===== src/design/swla_pkg.sv =====
// Package for the sliding-window layer assigner: sizes, transaction structs,
// controller/datapath command and status groups, and register indexes.
// No dependencies.
`default_nettype none

package swla_pkg;

   localparam int NUM_SLOTS     = 8192;
   localparam int SLOT_BITS     = 13;
   localparam int MAX_LAYERS    = 64;
   localparam int LAYER_BITS    = 6;
   localparam int COUNT_BITS    = 7;
   localparam int BLOCK_BITS    = 10;
   localparam int SPAN_BITS     = 11;
   localparam int BUDGET_BITS   = 7;
   localparam int EPOCH_BITS    = 8;
   localparam int CSR_DATA_BITS = 11;
   localparam int CSR_IDX_BITS  = 1;

   typedef enum logic [CSR_IDX_BITS-1:0] {
      CSR_WINDOW_SPAN  = 1'b0,
      CSR_LAYER_BUDGET = 1'b1
   } csr_index_type;

   typedef struct packed {
      logic                  start_new_set;
      logic [SLOT_BITS-1:0]  bin;
      logic [BLOCK_BITS-1:0] block;
   } req_type;

   typedef struct packed {
      logic [LAYER_BITS-1:0] layer_index;
      logic                  opened_new;
      logic [COUNT_BITS-1:0] layers_used;
      logic                  over_budget;
   } rsp_type;

   typedef struct packed {
      logic [EPOCH_BITS-1:0] tag;
      logic [MAX_LAYERS-1:0] bits;
   } occ_entry_type;

   typedef struct packed {
      logic load;        // latch the accepted transaction
      logic clear_wr;    // write one zero entry of the clearing pass
      logic retire_rd;   // read the first block of the oldest active layer
      logic retire_adv;  // retire the oldest active layer
      logic occ_rd;      // read the occupancy entry of the item's bin
      logic place;       // place the item and load the result register
   } dp_cmd_type;

   typedef struct packed {
      logic retire_pending;  // an active layer is left to test
      logic retire_hit;      // the tested layer's window has closed
      logic epoch_last;      // the next new set wraps the epoch
      logic clear_last;      // the clearing pass is at its final entry
   } dp_status_type;

endpackage

`default_nettype wire


===== src/design/swla_ctrl.sv =====
// Controller state machine of the sliding-window layer assigner.
// Drives the datapath commands and both handshakes; uses swla_pkg.
`default_nettype none

module swla_ctrl (
   input  wire                    clock,
   input  wire                    reset,
   input  wire                    req_valid,
   input  wire                    req_start_new_set,
   output logic                   req_stall,
   output logic                   rsp_valid,
   input  wire                    rsp_stall,
   output swla_pkg::dp_cmd_type    cmd,
   input  wire swla_pkg::dp_status_type status
);
   import swla_pkg::*;

   typedef enum logic [2:0] {
      ST_CLEAR,
      ST_IDLE,
      ST_RETIRE_RD,
      ST_RETIRE_CHK,
      ST_PLACE
   } state_type;

   state_type state_ff, state_in;
   logic      rsp_valid_ff, rsp_valid_in;
   logic      pending_ff, pending_in;
   logic      accept;
   logic      rsp_free;

   assign req_stall = (state_ff != ST_IDLE);
   assign rsp_valid = rsp_valid_ff;
   assign accept    = req_valid && !req_stall;
   assign rsp_free  = !rsp_valid_ff || !rsp_stall;

   always_comb begin
      state_in     = state_ff;
      pending_in   = pending_ff;
      rsp_valid_in = rsp_valid_ff && rsp_stall;
      cmd          = '0;
      unique case (state_ff)
         ST_CLEAR: begin
            cmd.clear_wr = 1'b1;
            if (status.clear_last) begin
               state_in   = pending_ff ? ST_RETIRE_RD : ST_IDLE;
               pending_in = 1'b0;
            end
         end
         ST_IDLE: begin
            if (accept) begin
               cmd.load = 1'b1;
               // A new set that wraps the epoch needs the store wiped first.
               if (req_start_new_set && status.epoch_last) begin
                  state_in   = ST_CLEAR;
                  pending_in = 1'b1;
               end else begin
                  state_in = ST_RETIRE_RD;
               end
            end
         end
         ST_RETIRE_RD: begin
            if (status.retire_pending) begin
               cmd.retire_rd = 1'b1;
               state_in      = ST_RETIRE_CHK;
            end else begin
               cmd.occ_rd = 1'b1;
               state_in   = ST_PLACE;
            end
         end
         ST_RETIRE_CHK: begin
            if (status.retire_hit) begin
               cmd.retire_adv = 1'b1;
               state_in       = ST_RETIRE_RD;
            end else begin
               cmd.occ_rd = 1'b1;
               state_in   = ST_PLACE;
            end
         end
         ST_PLACE: begin
            if (rsp_free) begin
               cmd.place    = 1'b1;
               rsp_valid_in = 1'b1;
               state_in     = ST_IDLE;
            end
         end
         default: state_in = ST_IDLE;
      endcase
   end

   always_ff @(posedge clock) begin
      if (reset) begin
         state_ff     <= ST_CLEAR;
         rsp_valid_ff <= 1'b0;
         pending_ff   <= 1'b0;
      end else begin
         state_ff     <= state_in;
         rsp_valid_ff <= rsp_valid_in;
         pending_ff   <= pending_in;
      end
   end

   a_one_command: assert property (@(posedge clock) disable iff (reset)
      $onehot0(cmd))
      else $error("more than one datapath command in a cycle");

   a_place_fills_rsp: assert property (@(posedge clock) disable iff (reset)
      cmd.place |=> rsp_valid_ff)
      else $error("placement did not present a result");

   a_clear_blocks_input: assert property (@(posedge clock) disable iff (reset)
      cmd.clear_wr |-> req_stall)
      else $error("input taken during the clearing pass");

endmodule

`default_nettype wire


===== config.mk =====
export PLATFORM = sky130hd
export DESIGN_NAME = swla_ctrl
export DESIGN_NICKNAME = d
export VERILOG_FILES = /design/src/design/swla_pkg.sv /design/src/design/swla_ctrl.sv
export SDC_FILE = /design/constraint.sdc
export NUM_CORES = 1
export LEC_CHECK = 0
export BUFFER_PORTS_ARGS = -buffer_cell sky130_fd_sc_hd__clkbuf_2
export CORE_AREA = 2 2 39 41
export CTS_CLUSTER_DIAMETER = 120
export DETAILED_ROUTE_END_ITERATION = 16
export DIE_AREA = 0 0 41 43
export GPL_TIMING_DRIVEN = 0
export SYNTH_ARGS = -nofsm -noshare
export SYNTH_HDL_FRONTEND = slang
export SYNTH_SLANG_ARGS = --single-unit

===== constraint.sdc =====
create_clock -name clock -period 1.05 [get_ports clock]
set_clock_uncertainty 0.05 [all_clocks]
set_input_delay 0.21 -clock clock [delete_from_list [all_inputs] [get_ports clock]]
set_output_delay 0.21 -clock clock [all_outputs]
set_load 0.01 [all_outputs]

# Word level (Yosys, flattened, before mapping)
# Index checks and enable logic that the tools add are counted.
# totals
word_cells,49
output_inout_bits,8
register_bits,5
input_bits,9
# classes
n_reduce_logical,11
eq_ne,9
muxes,26
# op_table
operator,n
two-way mux 1 bit,16
two-way mux 3 bit,5
case mux 3 bit (5 select lines),1
!= test 2 bit (second input constant),4
== test 3 x 2 -> 1 bit (second input constant),2
two-way mux 2 bit,2
case mux 1 bit (2 select lines),2
AND reduction 4 bit,1
== test 3 x 1 -> 1 bit (second input constant),1
== test 3 bit (second input constant),1
logical AND 1 bit,3
logical NOT 1 bit,3
logical NOT 3 bit,1
!= test 3 x 1 -> 1 bit (second input constant),1
AND reduction 3 bit,1
nonzero test 2 bit,1
logical OR 1 bit,1

# Longest topological paths before layout
# Gate-level depths: netlist of the first run.
# logic_depth
depth_word,5
depth_mapped,4
depth_no_buf,3

# Worst setup path after synthesis of the first run
# No wires, ideal clock.
# synth_timing
kind,register to output
start,register state_ff[0]
end,output port cmd[1] (netlist bit)
required_time_ns,0.790
path_stages_with_launch,5
setup_slack_ns,-0.134
arrival_time_ns,0.924
n_path_buf,1
cell_sequence,dfxtp_1 -> buf_6 -> mux2i_1 -> nand2_1 -> nor2_1
# synth_rtl
item,line,rtl
from (decl),swla_ctrl.sv:26,"state_type state_ff, state_in;"
from (signal assigned),swla_ctrl.sv:97,state_ff <= state_in;
to (decl),swla_ctrl.sv:13,"output swla_pkg::dp_cmd_type cmd,"

==> results of run 1 <==
cell usage in the layout, fill, tap and decap left out:
cell type   n
a21oi_4     1
and4bb_1    1
nand2_1     5
buf_4      11
clkbuf_2    9
a21bo_1     1
buf_8       1
a21oi_1     2
or3b_1      1
nor4_1      1
or3b_4      1
o21ai_1     1
mux2i_2     1
buf_2       7
a21oi_2     2
nor2b_1     1
buf_6       6
nor3_4      1
a2bb2oi_2   1
o311a_1     1
dfxtp_1     1
nand3_2     1
clkbuf_1    1
dfxtp_2     4
a2111oi_4   1
nor3_2      1
and4b_1     1
nor2_1      3
or3_1       1
nor2_2      3
clkbuf_4    3
per-stage QoR:
stage,setup slack (ns),total power [mW],std cells,util,setup TNS (ns)
after detailed placement,-0.2674,0.3911,72,0.3291,-1.027
after floorplan,-0.1025,0.3313,40,-,-0.2599
after global routing,-0.5034,0.7605,91,0.4828,-4.106
final,-0.4277,0.7179,91,0.4828,-3.452
after global placement,-0.2637,0.3892,72,0.3291,-0.9476
after CTS,-0.4376,0.7005,89,0.4584,-3.929
metal layers:
metal,share of wire,up-vias
met3,0.047,0
li1,-,220
met2,0.58,11
met1,0.37,190
met4,0,0
met5,0,-
power breakdown:
group          internal (mW)  switching [mW]  leakage (nW)
Clock                  0.143          0.0691        0.0150
Sequential             0.205          0.0111        0.0424
Combinational          0.166           0.124         0.253
sequential cells by signal, summed over array words and instances (netlist names):
signal and count:
pending_ff 1, rsp_valid 1, state_ff 3
Yosys cell counts, drive strengths merged:
library cell and instances:
o21ai 1, nand3 1, mux2i 1, a21oi 5
dfxtp 5, or3 1, nor2 6, a2bb2oi 1
a2111oi 1, nor2b 1, or3b 2, a21bo 1
and4b 1, nand2 5, and4bb 1, nor3 2
buf 3, nor4 1, o311a 1
cells by family (layout without fill, tap and decap cells):
logic type      count (synthesis)  in the layout  share of synthesized area
compound gates                 10             10                     0.2177
simple gates                   21             21                     0.3690
buf+inv                         3             38                    0.08856
flops                           5              5                     0.2952
mux                             1              1                    0.02952
what timing repair did:
item / in CTS / in global routing
setup buffers: 14 / 6
endpoints found under the setup margin: 13 / 12
pin swaps: 8 / 6
gates resized for setup: 12 / 14
area by class of cell:
cell class / instances / area, sq um
fill: 141 / 715.7
multi-input combinational: 32 / 271.5
timing repair buffer: 31 / 207.7
sequential: 5 / 105.1
buffer: 3 / 37.54
clock buffer: 4 / 26.28
tap: 16 / 20.02
how the worst max path moves through the flow:
| stage | slack [ns] | depth (start not counted) | startpoint | endpoint |
|---|---|---|---|---|
| floorplan | -0.10 | 4 | state_ff[0]$_SDFFE_PP0P_ | cmd[1] |
| global placement | -0.26 | 5 | state_ff[0]$_SDFFE_PP0P_ | cmd[1] |
| detailed placement | -0.27 | 5 | state_ff[0]$_SDFFE_PP0P_ | cmd[1] |
| CTS | -0.44 | 3 | state_ff[0]$_SDFFE_PP0P_ | cmd[0] |
| global route | -0.50 | 5 | state_ff[0]$_SDFFE_PP0P_ | cmd[1] |
| finish | -0.43 | 3 | state_ff[2]$_SDFFE_PP0P_ | cmd[0] |
==> results.toml, run 1 <==
[timing]
rsz0062_at_grt = "true"
max_freq_ghz = 0.6767
min_period_ns = 1.478
drv_slew = 0
setup_ws_ns = -0.4277
worst_pin_slew_ns = 0.2377
hold_violations = 0
whs_ns = 0.1566
slew_headroom = 0.8401
finalSetupViolCount = 12
finalCritPeriodShare = 1.407

[setup_path]
path_cells = "or3b_4 > a21oi_4 > buf_2"
regToRegStartpoint = "state_ff[0]$_SDFFE_PP0P_"
r2r-end = "state_ff[1]$_SDFFE_PP0P_"
cp-start-kind = "flop"
endpoint_kind = "output port"
worstPathRequired_ns = 0.79
path_max_fanout = 2
r2r_slack_ns = -0.26
crit_path_max_incr_delay_ns = 0.41
reg2reg_depth = 6
cp.arrival_ns = 1.22
slowest_stage = "or3b_4"
crit_buf_inv = 1
critPathTopFamily = "simple AND/OR/NAND/NOR gates"
critPathKind = "reg -> out"

[grt]
use_met1 = 0.1133
overflow = 0
antenna_found_initial = 0
grt_util_met3 = 0.01571
grt_usage = 0.1258
top_usage_layer = "met2"
grt_max_degree = 11
grt_pass1_wl_um = 1462
grt_pass1_vias = 400
grt.met2_usage = 0.2344

[floorplanning]
ioPinCount = 17
fp.dieH_um = 43
start_util = 0.2450
dieWidth_um = 41
rows = 14
die-area_sq_um = 1763
core_sq_um = 1384

[cells_and_area]
fin_nets = 85
diodes = 0
drive_gt1_frac = 0.7200
area_growth_pct = 97.05
final_area_sq_um = 668.1

[hold_path]
holdPathStages = 2
hold_path.class = "in -> reg"
holdPathEnd = "rsp_valid$_SDFF_PP0_"
hold_start = "reset"

[synthesis]
synth_area_sq_um = 339.1
seq_area_frac_synth = 0.2952
ys_types = 23
syn_inst = 40
yosysTopAreaCell = "dfxtp_1"
ys_top_cells_by_area = "dfxtp_1, a21oi_1, buf_6"
synth_area_per_cell_sq_um = 8.477
ys_warn_count = 0
ys_ff_latch = 5
syn_nets = 49
yosysTopAreaCellShare = 0.2952

[clock_tree]
cts_max_level = 1
cts_tree = "done"
cts_max_path_buffers = 2
clk_pin_slew_ns = 0.04
clock_sinks = 5
hold_buffers = 0
cts-buffers-inserted = 3
insertion_delay_ns = 0.23
cts_root_buf = "clkbuf_4"

[power_and_ir_drop]
power_density_nw_per_um2 = 1074
leakage_nw = 0.3109
peakVddDrop_mv = 0.5155

[run]
maxCapViolCount = 0

[routing]
dr.first_iter.drc_count = 0
wl_per_cell_um = 11.93
vias = 421
dr.pass1.iters = 1
remaining_drc_errors = 0
viasPerCell = 4.626
final_antenna_net_count = 0
totalWireLength_um = 1086

[placement]
dpl.hpwl_um = 621.1
placed_area_sq_um = 455.4
globalplace.congestion = 0.6581
port_buffers = 16

[run_status]
outcome = "finished, violations left"
violations = "negative setup slack"
Note: power is estimated with default switching activity, not from simulation.
==> run 2, diff against run 1 <==
--- a/config.mk
+++ b/config.mk
@@ -11,6 +11,7 @@
 export DETAILED_ROUTE_END_ITERATION = 16
 export DIE_AREA = 0 0 41 43
 export GPL_TIMING_DRIVEN = 0
+export SETUP_SLACK_MARGIN = 0.3
 export SYNTH_ARGS = -nofsm -noshare
 export SYNTH_HDL_FRONTEND = slang
 export SYNTH_SLANG_ARGS = --single-unit
==> run 2 against run 1 <==
  * The flow still finishes with violations (negative setup slack)
  * Total power grew 5.6%
  * Non-clock buffer count grew 3
  * Combinational power grew 15%
  * Critical path depth up 2
  * Register-to-register slack lost 0.18 ns
  * Core utilization is 5.0 points higher
  * Fmax down 1.1%
  * Via count rose by 9.0%
  * Cell count increased by 3.3%
  * Routed wire length grew 14%
  * Largest power group unchanged
==> results.toml, run 2 (synthesis results as in run 1) <==
[run_status]
outcome = "finished, violations left"
violations = "negative setup slack"

[routing]
wl_per_cell_um = 13.17
remaining_drc_errors = 0
totalWireLength_um = 1238
vias = 459
dr.first_iter.drc_count = 3
dr.pass1.iters = 2
final_antenna_net_count = 0
viasPerCell = 4.883

[placement]
placed_area_sq_um = 459.2
port_buffers = 16
dpl.hpwl_um = 620.1
globalplace.congestion = 0.6676

[clock_tree]
cts_tree = "done"
cts_max_level = 1
clock_sinks = 5
clk_pin_slew_ns = 0.04
hold_buffers = 0
cts_max_path_buffers = 2
cts_root_buf = "clkbuf_4"
cts-buffers-inserted = 3
insertion_delay_ns = 0.23

[run]
maxCapViolCount = 0

[cells_and_area]
area_growth_pct = 117.3
fin_nets = 88
largest_reg_flops = 3
final_area_sq_um = 737.0
layout_common_cells = "buf_6, buf_4, clkbuf_2"
nFillCells = 121
drive_gt1_frac = 0.7692
layout.cells.most_common = "buf_6"
diodes = 0
regMostFlops = "state_ff"
final_util = 0.5326

[setup_path]
slowest_stage = "dfxtp_2"
endpoint_kind = "output port"
path_max_fanout = 5
crit_path_max_incr_delay_ns = 0.34
path_cells = "buf_6 > mux2i_4 > nand2_2 > nor2_2 > buf_2"
cp-start-kind = "flop"
worstPathRequired_ns = 0.79
cp.arrival_ns = 1.23
critPathKind = "reg -> out"

[power_and_ir_drop]
leakage_nw = 0.3349
power_density_nw_per_um2 = 1028
peakVddDrop_mv = 0.5887

[floorplanning]
rows = 14
ioPinCount = 17
dieWidth_um = 41
core_sq_um = 1384
die-area_sq_um = 1763
fp.dieH_um = 43
start_util = 0.2450

[timing]
min_period_ns = 1.495
max_freq_ghz = 0.6691
slew_headroom = 0.8214
hold_violations = 0
rsz0062_at_grt = "true"
setup_ws_ns = -0.4447
finalSetupViolCount = 12
drv_slew = 0
finalCritPeriodShare = 1.423
worst_pin_slew_ns = 0.2679

[hold_path]
hold_path.class = "in -> reg"

[grt]
grt_max_degree = 9
grt_pass1_vias = 456
overflow = 0
grt_pass1_wl_um = 1773
antenna_found_initial = 0
grt_usage = 0.1509
==> run 2: final cells by class <==
class                           count  area [sq um]  area share
Multi-Input combinational cell     32         295.3      0.4007
Timing Repair Buffer               34         254.0      0.3447
Sequential cell                     5         107.6      0.1460
Buffer                              3         33.78     0.04584
Clock buffer                        4         26.28     0.03565
Tap cell                           16         20.02     0.02716
==> run 2: where the power goes <==
group | internal (mW) | switching, mW
clock | 0.143 | 0.0676
sequential | 0.203 | 0.0118
combinational | 0.187 | 0.146
total | 0.533 | 0.225
==> run 2: repair_timing <==
item,in CTS,in global routing
endpoints found under the setup margin,13,13
cloned,0,0
pin swaps,10,4
gates resized for setup,17,17
setup buffers,12,6
==> run 2: layer usage <==
layer / GRT usage / share of wire
met3: 0.02618 / 0.044
met5: 0 / 0
met4: 0.1267 / 0.022
met2: 0.2688 / 0.56
met1: 0.1294 / 0.37
==> run 2: worst max-delay path: cells and delay by family, from the launching register on <==
family,cells,cell delay [ns]
mux,1,0.24
flops,1,0.34
simple gates,2,0.17
buf+inv,2,0.25
==> run 2: path summary, 6_finish.rpt <==
check	endpoint	cells after the start	from	slack, ns
setup / recovery	cmd[1]	5	state_ff[0]$_SDFFE_PP0P_	-0.44
hold / removal	rsp_valid$_SDFF_PP0_	2	reset	0.17
setup reg to reg	state_ff[1]$_SDFFE_PP0P_	8	state_ff[0]$_SDFFE_PP0P_	-0.44
hold reg to reg	rsp_valid$_SDFF_PP0_	2	rsp_valid$_SDFF_PP0_	0.57
==> run 2: per-stage QoR <==
step | TNS [ns] | worst slack, ns | hold slack (ns) | cells | power, mW
after detailed placement | -0.8672 | -0.2560 | 0.4038 | 72 | 0.3913
after CTS | -3.419 | -0.4526 | 0.1388 | 88 | 0.7142
final | -3.653 | -0.4447 | 0.1658 | 94 | 0.7578
after global placement | -0.8332 | -0.2557 | 0.3994 | 72 | 0.3903
after global routing | -4.270 | -0.5136 | 0.1792 | 94 | 0.8036
after floorplan | -0.2246 | -0.1025 | 0.2291 | 40 | 0.3322
==> run 3, diff against run 2 <==
==> constraint.sdc (replaced) <==
create_clock -name clock -period 1.5 [get_ports clock]
set_clock_uncertainty 0.05 [all_clocks]
set_input_delay 0.3 -clock clock [delete_from_list [all_inputs] [get_ports clock]]
set_output_delay 0.3 -clock clock [all_outputs]
set_load 0.01 [all_outputs]
==> run 3 against run 2 <==
  * The flow still finishes with violations (negative setup slack)
  * Via count is 9.6% lower
  * Worst setup slack gained 0.38 ns
  * Combinational power decreased by 42%
  * Count of clock-buffer cells in the layout did not move
  * Critical path type unchanged
  * Largest cell class unchanged
==> results.toml, run 3 (synthesis results as in run 1) <==
[routing]
final_antenna_net_count = 0
vias = 415
dr.pass1.iters = 1
viasPerCell = 4.511
totalWireLength_um = 1093
wl_per_cell_um = 11.88
remaining_drc_errors = 0
dr.first_iter.drc_count = 0

[run]
maxCapViolCount = 0

[placement]
place_ws_ns = 0.1106
port_buffers = 16
placed_cells = 72
dpl.hpwl_um = 623.5
globalplace.congestion = 0.6336

[hold_path]
hold_path.class = "in -> reg"
holdPathStages = 2
hold_start = "reset"
holdPathEnd = "state_ff[2]$_SDFFE_PP0P_"

[setup_path]
crit_path_max_incr_delay_ns = 0.42
crit_buf_inv = 1
path_max_fanout = 3
path_cells = "or3b_4 > a21oi_4 > buf_2"
cp.arrival_ns = 1.22
regToRegStartpoint = "state_ff[0]$_SDFFE_PP0P_"
slowest_stage = "or3b_4"
reg2reg_depth = 8
worstPathRequired_ns = 1.15
cp-start-kind = "flop"
critPathKind = "reg -> out"
critPathTopFamily = "simple AND/OR/NAND/NOR gates"
endpoint_kind = "output port"
r2r-end = "state_ff[1]$_SDFFE_PP0P_"
r2r_slack_ns = 0

[clock_tree]
cts_root_buf = "clkbuf_4"
hold_buffers = 0
cts_tree = "done"
cts-buffers-inserted = 3
clock_sinks = 5
cts_max_path_buffers = 2
cts_max_level = 1
insertion_delay_ns = 0.23
clk_pin_slew_ns = 0.04

[power_and_ir_drop]
power_density_nw_per_um2 = 727.4
power_mw = 0.4933
leakage_nw = 0.3234
peakVddDrop_mv = 0.3258

[grt]
overflow = 0
grt_max_degree = 8
grt_pass1_vias = 399
grt_usage = 0.1378
grt_pass1_wl_um = 1607
antenna_found_initial = 0

[floorplanning]
ioPinCount = 17
core_sq_um = 1384
fp.dieH_um = 43
rows = 14
dieWidth_um = 41
die-area_sq_um = 1763
start_util = 0.2450

[timing]
finalSetupViolCount = 4
rsz0062_at_grt = "true"
max_freq_ghz = 0.6379
setup_ws_ns = -0.06774
hold_violations = 0
whs_ns = 0.2618
worst_pin_slew_ns = 0.2967
min_period_ns = 1.568
slew_headroom = 0.8022
finalSetupTns_ns = -0.1721
finalCritPeriodShare = 1.045
drv_slew = 0

[cells_and_area]
drive_gt1_frac = 0.6974
layout.cells.most_common = "clkbuf_2"
regMostFlops = "state_ff"
layout_common_cells = "clkbuf_2, buf_6, buf_4"
diodes = 0
fin_nets = 86
stdcell_count = 92
area_growth_pct = 100.0
largest_reg_flops = 3

[run_status]
violations = "negative setup slack"
outcome = "finished, violations left"
[run 3: cell types whose count changed in the layout (fill, tap and decap cells not counted), sizes merged]
| cell | delta |
|---|---|
| buf | -6 |
| clkbuf | +4 |
[run 3: metrics by stage]
stage                     area [sq um]  utilization
final                            678.2       0.4901
after global routing             678.2       0.4901
after CTS                        643.1       0.4647
after detailed placement         455.4       0.3291
after global placement           455.4       0.3291
after floorplan                  355.3            -
[run 3: timing repair]
action	CTS	global route
endpoints found under the setup margin	7	10
resized for setup	11	12
pin swaps	9	4
setup buffers	15	1
[run 3: where the power goes]
part / leakage, nW / switching (mW) / internal (mW)
logic: 0.267 / 0.0869 / 0.106
registers: 0.0419 / 0.00846 / 0.143
clock network: 0.0150 / 0.0482 / 0.100
[run 3: cell type report]
cell class                      count  area, sq um
Multi-Input combinational cell     32        274.0
Tap cell                           16        20.02
Timing Repair Buffer               32        220.2
Buffer                              3        33.78
Sequential cell                     5        103.9
Clock buffer                        4        26.28
Fill cell                         144        705.7
[run 3: metal layers]
metal | track usage | vias to the layer above | wire, um
met5 | 0 | - | 0
met4 | 0.1000 | 0 | 16
met3 | 0.02094 | 2 | 49
met2 | 0.2313 | 13 | 579
met1 | 0.1424 | 180 | 447
li1 | - | 220 | -
[run 3: worst register-to-register path, stage by stage (launching register included)]
cell and delay [ns]:
dfxtp_2 0.34, buf_6 0.12, mux2i_2 0.22, nand2_1 0.10
buf_4 0.15, buf_6 0.10, buf_6 0.10, buf_6 0.10
o311a_1 0.10
[run 3: worst max-delay path by stage]
stage          cells past startpoint                startpoint  slack (ns)      to
2_1_floorplan                      4  state_ff[0]$_SDFFE_PP0P_        0.26  cmd[1]
3_3_place_gp                       5  state_ff[0]$_SDFFE_PP0P_         0.1  cmd[1]
3_5_place_dp                       5  state_ff[0]$_SDFFE_PP0P_        0.11  cmd[1]
4_1_cts                            5  state_ff[0]$_SDFFE_PP0P_       -0.08  cmd[1]
5_1_grt                            5  state_ff[0]$_SDFFE_PP0P_       -0.13  cmd[1]
6_report                           3  state_ff[0]$_SDFFE_PP0P_       -0.07  cmd[0]
